<file path="config.mk">
export PLATFORM = sky130hd
export DESIGN_NAME = thermostat_dead_band_controller_core_flat
export DESIGN_NICKNAME = d
export VERILOG_FILES = /design/src/hdl/tdbc_pkg.sv /design/src/hdl/tdbc_if.sv /design/src/hdl/tdbc_cfg.sv /design/src/hdl/tdbc_ctrl.sv /design/src/hdl/thermostat_dead_band_controller_core.sv /design/src/flat_wrapper.sv
export SDC_FILE = /design/constraint.sdc
export NUM_CORES = 1
export LEC_CHECK = 0
export ABC_CLOCK_PERIOD_IN_PS = 3300
export BUFFER_PORTS_ARGS = -buffer_cell sky130_fd_sc_hd__buf_4
export CAP_MARGIN = 20
export CORE_MARGIN = 8
export CORE_UTILIZATION = 35
export CTS_CLUSTER_DIAMETER = 120
export CTS_CLUSTER_SIZE = 16
export DETAILED_ROUTE_END_ITERATION = 10
export PLACE_DENSITY = 0.58
export SYNTH_ARGS = -nofsm -noshare
export SYNTH_HDL_FRONTEND = slang
export SYNTH_SLANG_ARGS = --single-unit
</file>
<file path="constraint.sdc">
create_clock -name clk -period 3.3 [get_ports clk]
set_clock_uncertainty 0.05 [all_clocks]
set_input_delay 0.495 -clock clk [delete_from_list [all_inputs] [get_ports clk]]
set_output_delay 0.495 -clock clk [all_outputs]
set_load 0.02 [all_outputs]
</file>
<file path="src/hdl/tdbc_pkg.sv">
// Thermostat dead-band controller: shared types, codes and reset values.
// No dependencies; used by every other file of the block.
package tdbc_pkg;

    localparam int TEMP_W  = 12;
    localparam int COUNT_W = 16;
    localparam int BAND_W  = 11;
    localparam int MODE_W  = 2;
    localparam int REQ_W   = 2;
    localparam int CFG_IDX_W  = 3;
    localparam int CFG_DATA_W = 16;

    // control mode codes
    localparam logic [MODE_W-1:0] MODE_FAN     = 2'd0;
    localparam logic [MODE_W-1:0] MODE_NATURAL = 2'd1;
    localparam logic [MODE_W-1:0] MODE_HEAT    = 2'd2;

    // remote UV commands
    localparam logic [REQ_W-1:0] REMOTE_NONE   = 2'd0;
    localparam logic [REQ_W-1:0] REMOTE_ON     = 2'd1;
    localparam logic [REQ_W-1:0] REMOTE_OFF    = 2'd2;
    localparam logic [REQ_W-1:0] REMOTE_TOGGLE = 2'd3;

    // register indexes
    localparam logic [CFG_IDX_W-1:0] REG_PERIOD_TICKS  = 3'd0;
    localparam logic [CFG_IDX_W-1:0] REG_LOCKOUT_TICKS = 3'd1;
    localparam logic [CFG_IDX_W-1:0] REG_DANGER_LEVEL  = 3'd2;
    localparam logic [CFG_IDX_W-1:0] REG_DEAD_BAND     = 3'd3;
    localparam logic [CFG_IDX_W-1:0] REG_SETPOINT_LOW  = 3'd4;
    localparam logic [CFG_IDX_W-1:0] REG_SETPOINT_HIGH = 3'd5;

    // reset values
    localparam logic [COUNT_W-1:0]       RST_PERIOD_TICKS  = 16'd1000;
    localparam logic [COUNT_W-1:0]       RST_LOCKOUT_TICKS = 16'd300;
    localparam logic signed [TEMP_W-1:0] RST_DANGER_LEVEL  = 12'sd640;
    localparam logic [BAND_W-1:0]        RST_DEAD_BAND     = 11'd16;
    localparam logic signed [TEMP_W-1:0] RST_SETPOINT_LOW  = 12'sd320;
    localparam logic signed [TEMP_W-1:0] RST_SETPOINT_HIGH = 12'sd560;
    localparam logic signed [TEMP_W-1:0] RST_SETPOINT      = 12'sd400;

    localparam logic signed [TEMP_W:0]   ONE_DEGREE = 13'sd16;
    localparam logic signed [TEMP_W:0]   SP_MAX     = 13'sd2047;
    localparam logic signed [TEMP_W:0]   SP_MIN     = -13'sd2048;
    localparam logic [COUNT_W-1:0]       COUNT_MAX  = 16'hFFFF;

    typedef struct packed {
        logic signed [TEMP_W-1:0] temperature_sample;
        logic                     setting_mode;
        logic                     up_pressed;
        logic                     down_pressed;
        logic                     uv_switch;
        logic [REQ_W-1:0]         remote_uv_request;
    } req_t;

    typedef struct packed {
        logic                     heater_on;
        logic                     fan_on;
        logic                     uv_on;
        logic [MODE_W-1:0]        control_mode;
        logic signed [TEMP_W-1:0] current_setpoint;
        logic signed [TEMP_W-1:0] latched_temperature;
        logic                     sample_taken;
    } result_t;

    typedef struct packed {
        logic [COUNT_W-1:0]       period_ticks;
        logic [COUNT_W-1:0]       lockout_ticks;
        logic signed [TEMP_W-1:0] danger_level;
        logic [BAND_W-1:0]        dead_band;
        logic signed [TEMP_W-1:0] setpoint_low;
        logic signed [TEMP_W-1:0] setpoint_high;
    } cfg_t;

endpackage

</file>
<file path="src/hdl/tdbc_if.sv">
// Valid/ready channel interfaces for requests and results.
// Depends on tdbc_pkg for the payload types.
interface tdbc_req_if;
    logic             valid;
    logic             ready;
    tdbc_pkg::req_t   payload;

    modport source (output valid, output payload, input ready);
    modport sink   (input valid, input payload, output ready);
endinterface

interface tdbc_result_if;
    logic              valid;
    logic              ready;
    tdbc_pkg::result_t payload;

    modport source (output valid, output payload, input ready);
    modport sink   (input valid, input payload, output ready);
endinterface

</file>
<file path="src/hdl/tdbc_cfg.sv">
// Configuration register file, write only.
// Depends on tdbc_pkg.
module tdbc_cfg
(
    input  logic                                 clk,
    input  logic                                 rst_n,
    input  logic                                 wr_en,
    input  logic [tdbc_pkg::CFG_IDX_W-1:0]       index,
    input  logic [tdbc_pkg::CFG_DATA_W-1:0]      data,
    output tdbc_pkg::cfg_t                       cfg
);

    tdbc_pkg::cfg_t cfg_reg;
    tdbc_pkg::cfg_t cfg_next;

    always_comb
    begin
        cfg_next = cfg_reg;
        if (wr_en)
        begin
            unique case (index)
                tdbc_pkg::REG_PERIOD_TICKS:  cfg_next.period_ticks  = data;
                tdbc_pkg::REG_LOCKOUT_TICKS: cfg_next.lockout_ticks = data;
                tdbc_pkg::REG_DANGER_LEVEL:
                    cfg_next.danger_level = $signed(data[tdbc_pkg::TEMP_W-1:0]);
                tdbc_pkg::REG_DEAD_BAND:
                    cfg_next.dead_band = data[tdbc_pkg::BAND_W-1:0];
                tdbc_pkg::REG_SETPOINT_LOW:
                    cfg_next.setpoint_low = $signed(data[tdbc_pkg::TEMP_W-1:0]);
                tdbc_pkg::REG_SETPOINT_HIGH:
                    cfg_next.setpoint_high = $signed(data[tdbc_pkg::TEMP_W-1:0]);
                default: ;
            endcase
        end
    end

    always_ff @(posedge clk or negedge rst_n)
    begin
        if (!rst_n)
        begin
            cfg_reg.period_ticks  <= tdbc_pkg::RST_PERIOD_TICKS;
            cfg_reg.lockout_ticks <= tdbc_pkg::RST_LOCKOUT_TICKS;
            cfg_reg.danger_level  <= tdbc_pkg::RST_DANGER_LEVEL;
            cfg_reg.dead_band     <= tdbc_pkg::RST_DEAD_BAND;
            cfg_reg.setpoint_low  <= tdbc_pkg::RST_SETPOINT_LOW;
            cfg_reg.setpoint_high <= tdbc_pkg::RST_SETPOINT_HIGH;
        end
        else
        begin
            cfg_reg <= cfg_next;
        end
    end

    assign cfg = cfg_reg;

endmodule

</file>
<file path="src/hdl/tdbc_ctrl.sv">
// Controller state and per-tick decision logic: counters, mode, setpoint, UV.
// Depends on tdbc_pkg. State advances when step_en is high.
module tdbc_ctrl
(
    input  logic                 clk,
    input  logic                 rst_n,
    input  logic                 step_en,
    input  tdbc_pkg::req_t       req,
    input  tdbc_pkg::cfg_t       cfg,
    output tdbc_pkg::result_t    res
);

    logic [tdbc_pkg::MODE_W-1:0]         mode_reg,        mode_next;
    logic signed [tdbc_pkg::TEMP_W-1:0]  setpoint_reg,    setpoint_next;
    logic [tdbc_pkg::COUNT_W-1:0]        period_cnt_reg,  period_cnt_next;
    logic                                lockout_reg,     lockout_next;
    logic [tdbc_pkg::COUNT_W-1:0]        lockout_cnt_reg, lockout_cnt_next;
    logic                                remote_en_reg,   remote_en_next;
    logic                                remote_flag_reg, remote_flag_next;
    logic signed [tdbc_pkg::TEMP_W-1:0]  held_temp_reg,   held_temp_next;

    logic                                remote_en_mid;
    logic                                uv;
    logic                                sampled;
    logic [tdbc_pkg::COUNT_W-1:0]        period_inc;
    logic [tdbc_pkg::COUNT_W-1:0]        lockout_inc;
    logic signed [tdbc_pkg::TEMP_W+1:0]  sp_ext;
    logic signed [tdbc_pkg::TEMP_W+1:0]  t_ext;
    logic signed [tdbc_pkg::TEMP_W+1:0]  band_ext;
    logic signed [tdbc_pkg::TEMP_W+1:0]  band_hi;
    logic signed [tdbc_pkg::TEMP_W+1:0]  band_lo;
    logic signed [tdbc_pkg::TEMP_W:0]    sp_up;
    logic signed [tdbc_pkg::TEMP_W:0]    sp_dn;

    always_comb
    begin
        sp_ext   = {{2{setpoint_reg[tdbc_pkg::TEMP_W-1]}}, setpoint_reg};
        t_ext    = {{2{req.temperature_sample[tdbc_pkg::TEMP_W-1]}},
                    req.temperature_sample};
        band_ext = $signed({3'b000, cfg.dead_band});
        band_hi  = sp_ext + band_ext;
        band_lo  = sp_ext - band_ext;
        sp_up    = $signed({setpoint_reg[tdbc_pkg::TEMP_W-1], setpoint_reg})
                   + tdbc_pkg::ONE_DEGREE;
        sp_dn    = $signed({setpoint_reg[tdbc_pkg::TEMP_W-1], setpoint_reg})
                   - tdbc_pkg::ONE_DEGREE;
        period_inc  = (period_cnt_reg == tdbc_pkg::COUNT_MAX) ? period_cnt_reg
                      : period_cnt_reg + 16'd1;
        lockout_inc = (lockout_cnt_reg == tdbc_pkg::COUNT_MAX) ? lockout_cnt_reg
                      : lockout_cnt_reg + 16'd1;
    end

    always_comb
    begin
        mode_next        = mode_reg;
        setpoint_next    = setpoint_reg;
        period_cnt_next  = period_cnt_reg;
        lockout_next     = lockout_reg;
        lockout_cnt_next = lockout_reg ? lockout_inc : lockout_cnt_reg;
        remote_flag_next = remote_flag_reg;
        held_temp_next   = held_temp_reg;
        sampled          = 1'b0;

        // remote command first
        remote_en_mid = remote_en_reg;
        case (req.remote_uv_request)
            tdbc_pkg::REMOTE_ON:
            begin
                remote_en_mid    = 1'b1;
                remote_flag_next = 1'b1;
            end
            tdbc_pkg::REMOTE_OFF:
            begin
                remote_en_mid    = 1'b1;
                remote_flag_next = 1'b0;
            end
            tdbc_pkg::REMOTE_TOGGLE:
            begin
                remote_en_mid    = 1'b1;
                remote_flag_next = !remote_flag_reg;
            end
            default: ;
        endcase
        uv             = remote_en_mid ? remote_flag_next : req.uv_switch;
        remote_en_next = remote_en_mid;

        if (!req.setting_mode)
        begin
            period_cnt_next = period_inc;
            if (period_inc > cfg.period_ticks)
            begin
                period_cnt_next = '0;
                held_temp_next  = req.temperature_sample;
                sampled         = 1'b1;
                if (req.temperature_sample > cfg.danger_level)
                    mode_next = tdbc_pkg::MODE_FAN;
                else if (band_hi < t_ext)
                    mode_next = tdbc_pkg::MODE_NATURAL;
                else if (!(band_lo < t_ext))
                    mode_next = tdbc_pkg::MODE_HEAT;
            end
        end
        else
        begin
            period_cnt_next = '0;
            remote_en_next  = 1'b0;
            if (!lockout_reg)
            begin
                if (req.up_pressed)
                begin
                    lockout_next     = 1'b1;
                    lockout_cnt_next = '0;
                    if (setpoint_reg < cfg.setpoint_high)
                        setpoint_next = (sp_up > tdbc_pkg::SP_MAX)
                                        ? tdbc_pkg::SP_MAX[tdbc_pkg::TEMP_W-1:0]
                                        : sp_up[tdbc_pkg::TEMP_W-1:0];
                end
                else if (req.down_pressed)
                begin
                    lockout_next     = 1'b1;
                    lockout_cnt_next = '0;
                    if (setpoint_reg > cfg.setpoint_low)
                        setpoint_next = (sp_dn < tdbc_pkg::SP_MIN)
                                        ? tdbc_pkg::SP_MIN[tdbc_pkg::TEMP_W-1:0]
                                        : sp_dn[tdbc_pkg::TEMP_W-1:0];
                end
            end
            else if (lockout_inc > cfg.lockout_ticks)
            begin
                lockout_next     = 1'b0;
                lockout_cnt_next = '0;
            end
        end
    end

    always_ff @(posedge clk or negedge rst_n)
    begin
        if (!rst_n)
        begin
            mode_reg        <= tdbc_pkg::MODE_NATURAL;
            setpoint_reg    <= tdbc_pkg::RST_SETPOINT;
            period_cnt_reg  <= '0;
            lockout_reg     <= 1'b0;
            lockout_cnt_reg <= '0;
            remote_en_reg   <= 1'b0;
            remote_flag_reg <= 1'b0;
            held_temp_reg   <= '0;
        end
        else if (step_en)
        begin
            mode_reg        <= mode_next;
            setpoint_reg    <= setpoint_next;
            period_cnt_reg  <= period_cnt_next;
            lockout_reg     <= lockout_next;
            lockout_cnt_reg <= lockout_cnt_next;
            remote_en_reg   <= remote_en_next;
            remote_flag_reg <= remote_flag_next;
            held_temp_reg   <= held_temp_next;
        end
    end

    always_comb
    begin
        res.heater_on           = (mode_next != tdbc_pkg::MODE_FAN)
                                  && (mode_next != tdbc_pkg::MODE_NATURAL);
        res.fan_on              = (mode_next == tdbc_pkg::MODE_FAN);
        res.uv_on               = uv;
        res.control_mode        = mode_next;
        res.current_setpoint    = setpoint_next;
        res.latched_temperature = held_temp_next;
        res.sample_taken        = sampled;
    end

endmodule

</file>
<file path="src/hdl/thermostat_dead_band_controller_core.sv">
// Thermostat dead-band controller, top level: request register, controller,
// result register. Depends on tdbc_pkg, tdbc_if, tdbc_cfg and tdbc_ctrl.
//
//  channel  | role   | carries
//  ---------+--------+---------------------------------------------
//  req      | sink   | one request per tick: sample, mode, buttons
//  result   | source | heater/fan/UV drive, mode, setpoint, sample
//  cfg_*    | write  | six control registers, index 0 to 5
//
// One request per clock sustained while result.ready is high; a result is
// offered once its request has passed the request and result registers.
// The controller state moves as a request passes into the result register,
// so a stalled result holds the request stage and nothing is lost.
// Reset clears the state and loads the register defaults.
module thermostat_dead_band_controller_core
(
    input  logic                                 clk,
    input  logic                                 rst_n,
    tdbc_req_if.sink                             req,
    tdbc_result_if.source                        result,
    input  logic                                 cfg_wr_en,
    input  logic [tdbc_pkg::CFG_IDX_W-1:0]       cfg_index,
    input  logic [tdbc_pkg::CFG_DATA_W-1:0]      cfg_data
);

    tdbc_pkg::cfg_t     cfg;
    tdbc_pkg::req_t     req_data_reg;
    logic               req_valid_reg;
    tdbc_pkg::result_t  res_comb;
    tdbc_pkg::result_t  res_data_reg;
    logic               res_valid_reg;
    logic               advance;

    assign advance   = req_valid_reg && (!res_valid_reg || result.ready);
    assign req.ready = !req_valid_reg || advance;

    tdbc_cfg u_cfg
    (
        .clk   (clk),
        .rst_n (rst_n),
        .wr_en (cfg_wr_en),
        .index (cfg_index),
        .data  (cfg_data),
        .cfg   (cfg)
    );

    tdbc_ctrl u_ctrl
    (
        .clk     (clk),
        .rst_n   (rst_n),
        .step_en (advance),
        .req     (req_data_reg),
        .cfg     (cfg),
        .res     (res_comb)
    );

    always_ff @(posedge clk or negedge rst_n)
    begin
        if (!rst_n)
        begin
            req_valid_reg <= 1'b0;
            res_valid_reg <= 1'b0;
        end
        else
        begin
            if (req.ready)
                req_valid_reg <= req.valid;
            if (advance)
                res_valid_reg <= 1'b1;
            else if (result.ready)
                res_valid_reg <= 1'b0;
        end
    end

    always_ff @(posedge clk)
    begin
        if (req.ready && req.valid)
            req_data_reg <= req.payload;
        if (advance)
            res_data_reg <= res_comb;
    end

    assign result.valid   = res_valid_reg;
    assign result.payload = res_data_reg;

endmodule
</file>
<file path="src/flat_wrapper.sv">
// flat-port wrapper written by rule: the top's interface ports become plain ports
module thermostat_dead_band_controller_core_flat 
  (clk, rst_n, cfg_wr_en, cfg_index, cfg_data, req_valid, req_payload, req_ready, result_valid, result_payload, result_ready);
  tdbc_req_if req_i ();
  tdbc_result_if result_i ();
  input  logic clk;
  input  logic rst_n;
  input  logic cfg_wr_en;
  input  logic [tdbc_pkg::CFG_IDX_W-1:0] cfg_index;
  input  logic [tdbc_pkg::CFG_DATA_W-1:0] cfg_data;
  input wire logic [$bits(req_i.valid)-1:0] req_valid;
  input wire logic [$bits(req_i.payload)-1:0] req_payload;
  output wire logic [$bits(req_i.ready)-1:0] req_ready;
  output wire logic [$bits(result_i.valid)-1:0] result_valid;
  output wire logic [$bits(result_i.payload)-1:0] result_payload;
  input wire logic [$bits(result_i.ready)-1:0] result_ready;
  assign req_i.valid = req_valid;
  assign req_i.payload = req_payload;
  assign req_ready = req_i.ready;
  assign result_valid = result_i.valid;
  assign result_payload = result_i.payload;
  assign result_i.ready = result_ready;
  thermostat_dead_band_controller_core u_core (.clk(clk), .rst_n(rst_n), .req(req_i), .result(result_i), .cfg_wr_en(cfg_wr_en), .cfg_index(cfg_index), .cfg_data(cfg_data));
endmodule
</file>
# --- Word level (Yosys, flattened, before mapping) ---
# Index checks and enable logic that the tools add are counted.
# Widths: inputs -> output; s select.
word_totals:
  word_cells: 111
  out_inout_bits: 32
  regBits: 190
classes:
  n_eq_ne: 11
  muxes: 36
  reduce_logical: 20
  addsub: 6
  magnitude_cmp: 9
op_table:
  columns: ["op", "count"]
  rows:
  - ["$mux 16", 10]
  - ["$mux 12", 10]
  - ["$add 16x1->16 const B", 2]
  - ["$eq 16x16->1 const B", 2]
  - ["$gt 16x16->1", 2]
  - ["$lt 13x12->1", 2]
  - ["$gt 12x12->1", 2]
  - ["$reduce_and 2->1", 7]
  - ["$add 12x12->13", 1]
  - ["$add 12x6->13 const B", 1]
  - ["$gt 13x12->1 const B", 1]
  - ["$lt 13x12->1 const B", 1]
  - ["$sub 12x12->13", 1]
  - ["$sub 12x6->13 const B", 1]
  - ["$lt 12x12->1", 1]
  - ["$mux 1", 10]
  - ["$mux 2", 5]
  - ["$eq 3x2->1 const B", 2]
  - ["$eq 3x3->1 const B", 2]
  - ["$eq 2x2->1 const B", 2]
  - ["$reduce_bool 2->1", 2]
  - ["$eq 3x1->1 const B", 1]
  - ["$logic_and 1x1->1", 3]
  - ["$logic_not 1->1", 3]
  - ["7 further kinds", 8]

# --- Depth between registers and ports, before layout ---
depth:
  word_depth: 9
  ltp_mapped: 17

# --- Hierarchy ---
# A second synthesis with hierarchy kept.
hier_totals:
  cells_unflattened: 1193
  area_unflattened_um2: 12056.6
modules_own_cells:
  columns: ["module", "seq_area_each_um2", "instances", "cells_per_inst", "area_per_inst_um2"]
  rows:
  - ["tdbc_ctrl", 1531.5, 1, 966, 7498.4]
  - ["tdbc_cfg", 1999.4, 1, 171, 3012.9]
  - ["thermostat_dead_band_controller_core", 1491.4, 1, 56, 1545.2]

# --- Least setup slack after synthesis ---
# No wires, ideal clock.
synth_timing:
  kind: "flip-flop to flip-flop"
  startpoint: "register u_core.u_ctrl.setpoint_reg[1] (netlist name)"
  endpoint: "register u_core.res_data_reg, in the netlist u_core.result.payload[25], data pin"
  slack_ns: -0.372
  period_less_slack_ns: 3.672
  n_path_buf: 0
  path_stages_with_launch: 17
  arrival_time_ns: 3.427
  path_cell_list: "dfrtp_1 > inv_1 > fa_1 > o21bai_1 > a21oi_1 > o21ba_2 > o21ai_0 > nand2_1 > o21ai_0 > a21oi_1 > ha_1 > inv_1 > a2111o_1 > a2111oi_0 > a221o_1 > nand2_1 > o311ai_0"
synth_rtl:
  columns: ["item", "line_no", "rtl"]
  rows:
  - ["start, declared", "tdbc_ctrl.sv:14", "logic signed [tdbc_pkg::TEMP_W-1:0] setpoint_reg, setpoint_next;"]
  - ["start signal, assigned", "tdbc_ctrl.sv:141", "setpoint_reg <= tdbc_pkg::RST_SETPOINT;"]
  - ["start signal, assigned", "tdbc_ctrl.sv:152", "setpoint_reg <= setpoint_next;"]
  - ["end signal, assigned", "thermostat_dead_band_controller_core.sv:80", "res_data_reg <= res_comb;"]
  - ["end, declared", "thermostat_dead_band_controller_core.sv:30", "tdbc_pkg::result_t res_data_reg;"]

==> impl_results.html <==
<table>
<tr><th>Metric</th><th>Value</th></tr>
<tr><th colspan="2">Detailed routing</th></tr>
<tr><td>DRT antenna net count</td><td>0</td></tr>
<tr><td>Routed WL</td><td>33700 um</td></tr>
<tr><td>DR DRC count</td><td>0</td></tr>
<tr><td>WL/cell</td><td>about 17 um</td></tr>
<tr><td>Vias after detailed routing</td><td>around 10000</td></tr>
<tr><td>Via count normalized by instance count</td><td>about 5.2</td></tr>
<tr><td>DRT Pass-1 Iters</td><td>7</td></tr>
<tr><td>Initial drt markers</td><td>roughly 590</td></tr>
<tr><th colspan="2">Floorplanning</th></tr>
<tr><td>Number of ports placed on the die boundary</td><td>74</td></tr>
<tr><td>Num rows</td><td>67</td></tr>
<tr><td>Effective utilization at floorplan</td><td>0.355</td></tr>
<tr><td>Die height</td><td>200 um</td></tr>
<tr><td>Die width</td><td>200 um</td></tr>
<tr><td>Core Area</td><td>roughly 0.034 mm^2</td></tr>
<tr><td>Die footprint</td><td>approximately 0.040 mm^2</td></tr>
<tr><th colspan="2">Clock tree</th></tr>
<tr><td>Register clock-pin slew on the reported worst setup and hold paths</td><td>roughly 0.07 ns</td></tr>
<tr><td>Maximum clock insertion buffer count</td><td>2</td></tr>
<tr><td>Number of buffers inserted for hold repair after clock tree synthesis</td><td>0</td></tr>
<tr><td>Clock tree from TritonCTS</td><td>done</td></tr>
<tr><td>Clock buffer count from CTS</td><td>17</td></tr>
<tr><td>Worst-skew pair later-pin latency</td><td>approximately 0.44 ns</td></tr>
<tr><td>Deepest level of the CTS H-tree</td><td>4</td></tr>
<tr><td>CTS root buffer</td><td>clkbuf_16</td></tr>
<tr><td>Clock sink count</td><td>190</td></tr>
<tr><th colspan="2">Setup path</th></tr>
<tr><td>Reg-to-Reg End</td><td>u_core.result.payload[25]</td></tr>
<tr><td>CP Launch Type</td><td>register</td></tr>
<tr><td>R2R Path Start</td><td>u_core.u_ctrl.setpoint_reg[0]</td></tr>
<tr><td>Slack of the worst reg-to-reg path</td><td>-0.39 ns</td></tr>
<tr><td>Critical path launch point</td><td>u_core.u_ctrl.setpoint_reg[0]</td></tr>
<tr><td>Worst Path Required</td><td>around 3.5 ns</td></tr>
<tr><td>Crit Path Max Fanout</td><td>3</td></tr>
<tr><td>Worst setup EP type</td><td>register</td></tr>
<tr><td>Worst Reg2Reg Path Length in Cells</td><td>17</td></tr>
<tr><td>Worst path arrival time</td><td>3.90 ns</td></tr>
<tr><td>Endpoint of the worst setup timing path</td><td>u_core.result.payload[25]</td></tr>
<tr><td>Type of the worst setup path</td><td>register to register</td></tr>
<tr><th colspan="2">Power and ir drop</th></tr>
<tr><td>Power per cell area</td><td>between 600 and 700 mW/mm^2</td></tr>
<tr><td>Switching component of the power</td><td>3.64 mW</td></tr>
<tr><td>Switching portion of total power</td><td>0.384</td></tr>
<tr><td>VDD IR-drop max</td><td>between 0.4 and 0.5 mV</td></tr>
<tr><td>Fraction of power consumed by sequential logic</td><td>0.316</td></tr>
<tr><td>PnR Total Power</td><td>between 9 and 10 mW</td></tr>
<tr><td>Total leakage power</td><td>roughly 7 nW</td></tr>
<tr><td>Clock power frac</td><td>0.210</td></tr>
<tr><td>P_int</td><td>5.85 mW</td></tr>
<tr><td>Share of power burned in combinational logic</td><td>0.474</td></tr>
<tr><th colspan="2">Finish</th></tr>
<tr><td>Number of antenna repair diodes</td><td>0</td></tr>
<tr><td>Number of non-filler instances in the completed layout</td><td>1932</td></tr>
<tr><td>Share of post-route cells with drive strength above 1</td><td>0.344</td></tr>
<tr><td>Layout Nets</td><td>between 1500 and 2000</td></tr>
<tr><td>Layout Area Growth over Synthesis</td><td>32.9%</td></tr>
<tr><td>Number of flip-flops in the largest register</td><td>roughly 80</td></tr>
<tr><td>Fillcell total</td><td>around 3100</td></tr>
<tr><th colspan="2">STA</th></tr>
<tr><td>Share of the clock period used by the worst path after layout</td><td>1.12</td></tr>
<tr><td>Setup ws final</td><td>-0.392 ns</td></tr>
<tr><td>Max_slew headroom</td><td>0.453</td></tr>
<tr><td>Slew at the pin closest to its max-slew limit</td><td>between 0.8 and 0.9 ns</td></tr>
<tr><td>Total negative setup slack</td><td>-4.66 ns</td></tr>
<tr><td>Finish-stage setup viols</td><td>31</td></tr>
<tr><td>Final critical delay including setup and external delays</td><td>3.69 ns</td></tr>
<tr><td>Setup repair after global routing missed its margin</td><td>yes</td></tr>
<tr><td>Max frequency</td><td>0.271 GHz</td></tr>
<tr><td>Max Slew Vio Count</td><td>0</td></tr>
<tr><td>Final number of hold-violating endpoints</td><td>0</td></tr>
<tr><th colspan="2">Place</th></tr>
<tr><td>Pre-CTS setup slack</td><td>-0.500 ns</td></tr>
<tr><td>Buffers added on ports</td><td>73</td></tr>
<tr><td>Hpwl dp</td><td>24100 um</td></tr>
<tr><td>Placed cells</td><td>approximately 1900</td></tr>
<tr><td>Final weighted congestion in routability-driven placement</td><td>0.861</td></tr>
<tr><th colspan="2">Yosys</th></tr>
<tr><td>Register area share after synthesis</td><td>0.422</td></tr>
<tr><td>Synth Warn #</td><td>0</td></tr>
<tr><td>Avg Synthesized Cell Area</td><td>approximately 9.7 um^2</td></tr>
<tr><td>Synth unique cells</td><td>just over 80</td></tr>
<tr><td>Post-Syn Nets</td><td>1394</td></tr>
<tr><td>Post-synthesis cell count</td><td>about 1200</td></tr>
<tr><td>Top FF cell, synth</td><td>dfrtp_1</td></tr>
<tr><td>Async set or reset register ratio after synthesis</td><td>0.747</td></tr>
<tr><td>Number of enable-type register cells in the synthesized netlist</td><td>48</td></tr>
<tr><td>Combined area of all synthesized cells</td><td>0.0119 mm^2</td></tr>
<tr><td>Total of flip-flops plus latches after synthesis</td><td>190</td></tr>
<tr><th colspan="2">Global routing</th></tr>
<tr><td>First-pass GRT wire length</td><td>roughly 53000 um</td></tr>
<tr><td>Number of global-route vias before repair</td><td>slightly below 10000</td></tr>
<tr><td>Global router's overall resource usage</td><td>0.160</td></tr>
<tr><td>Initial antenna violation count</td><td>0</td></tr>
<tr><td>Remaining global-route overflow</td><td>0</td></tr>
<tr><td>Largest net degree at the start of global routing</td><td>between 70 and 80</td></tr>
<tr><th colspan="2">Status</th></tr>
<tr><td>Outcome</td><td>finished, violations left</td></tr>
<tr><td>Violations in the final reports</td><td>negative setup slack</td></tr>
<tr><th colspan="2">Worst hold path</th></tr>
<tr><td>Type of the most critical hold path</td><td>primary input to asynchronous set/reset pin</td></tr>
<tr><th colspan="2">Job</th></tr>
<tr><td>Max-capacitance violation count</td><td>0</td></tr>
</table>
==> synth_stat cells (all sizes together), types with 21 or more instances <==
master  count  area share
a21oi      56       0.024
clkbuf     35       0.011
dfrtp     120        0.25
dfstp      22       0.049
edfxtp     48        0.12
ha        118        0.12
inv       111       0.035
mux2       40       0.038
nand2     128       0.040
nand3      32       0.013
nand4      25       0.014
nor2       70       0.023
nor3       21      0.0097
o21ai     104       0.044
xnor2      29       0.021
==> metrics by stage <==
| stage | area [um^2] | hold WS, ns | utilization |
|---|---|---|---|
| finish | 15800 | 0.0104 | 0.471 |
| global route | 15800 | 0.0709 | 0.471 |
| CTS | 15100 | 0.0441 | 0.452 |
| detailed placement | 14200 | 0.417 | 0.422 |
| global placement | 14200 | 0.410 | 0.422 |
| floorplan | 12000 | 0.149 | - |
==> cell usage in the layout, fill, tap and decap left out, drive strengths merged, types with 5 or more instances in the layout <==
cell,n
o311ai,6
and2,8
a22o,18
nor3,21
o211ai,6
xnor2,29
o31ai,9
a21o,20
edfxtp,48
buf,267
a21oi,56
nor2b,11
clkbuf,20
nor2,71
nand3,32
a31oi,17
nand2b,13
dfrtp,120
ha,118
o21ai,104
mux2i,9
inv,122
or3,6
xor2,13
o21bai,6
nand4,25
mux2,40
a211o,5
a211oi,7
dfstp,22
and3,17
nor4,6
nand2,128
o21a,15
==> final cells by class <==
class / instances / area, um^2 / share of cell area
Timing Repair Buffer: 269 / 2180 / 0.138
Clock buffer: 18 / 429 / 0.0272
Multi-Input combinational cell: 881 / 7070 / 0.447
Sequential cell: 190 / 5020 / 0.318
Clock inverter: 14 / 120 / 0.00760
Tap cell: 448 / 561 / 0.0355
Inverter: 112 / 420 / 0.0266
==> power by group through the flow <==
| stage | Sequential (mW) | Combinational [mW] | Clock, mW |
|---|---|---|---|
| floorplan | 3.08 | 2.48 | 0 |
| detailed placement | 3.03 | 4.00 | 0 |
| global route | 3.03 | 4.98 | 2.12 |
| finish | 3.00 | 4.49 | 2.00 |
| global placement | 3.02 | 3.90 | 0 |
| CTS | 2.99 | 4.22 | 2.04 |
==> worst min path at each step <==
stage / endpoint / startpoint / slack (ns) / depth (start not counted)
global placement: u_core.u_ctrl.held_temp_reg[2] / u_core.u_ctrl.held_temp_reg[2] / 0.41 / 2
detailed placement: u_core.u_ctrl.held_temp_reg[4] / u_core.u_ctrl.held_temp_reg[4] / 0.42 / 2
CTS: u_core.u_ctrl.period_cnt_reg[6] / rst_n / 0.04 / 1
floorplan: u_core.req_valid_reg / rst_n / 0.15 / 0
global route: u_core.u_ctrl.period_cnt_reg[6] / rst_n / 0.07 / 1
finish: u_core.u_ctrl.period_cnt_reg[6] / rst_n / 0.01 / 1
==> worst max-delay path, stage by stage (launching register included) <==
cell,delay (ns)
dfrtp_1,0.39
buf_6,0.12
ha_4,0.12
inv_2,0.04
fa_2,0.33
o21bai_1,0.19
a21oi_2,0.09
o21ba_4,0.21
o21ai_4,0.13
a31oi_1,0.09
o21ai_1,0.15
xnor2_1,0.09
ha_1,0.18
a2111o_1,0.45
a2111oi_4,0.19
a221o_1,0.30
nand2_1,0.11
o311ai_1,0.27
==> cell families (layout without fill, tap and decap cells) <==
family / after synthesis / count (layout) / share of synthesized area
xor+xnor: 42 / 42 / 0.0309
simple gates: 361 / 362 / 0.152
mux: 49 / 49 / 0.0455
fa+ha+maj: 120 / 120 / 0.128
buf+inv: 162 / 413 / 0.0531
compound gates: 308 / 308 / 0.169
flops: 190 / 190 / 0.422
==> routing by layer <==
| metal | routed length, um | part of all wire | vias to the layer above | global-route usage |
|---|---|---|---|---|
| li1 | - | - | 4882 | - |
| met1 | 15400 | 0.46 | 4884 | 0.205 |
| met2 | 16600 | 0.49 | 198 | 0.270 |
| met3 | 1190 | 0.035 | 31 | 0.0266 |
| met4 | 612 | 0.018 | 0 | 0.0555 |
| met5 | 0 | 0 | - | 0 |
==> timing repair <==
action | 4_1_cts | 5_1_grt
pin swaps | 45 | 55
resized for setup | 52 | 112
setup endpoints to repair | 49 | 64
setup buffers | 21 | 14
cloned | 3 | 3
(Power assumes the default switching activity.)
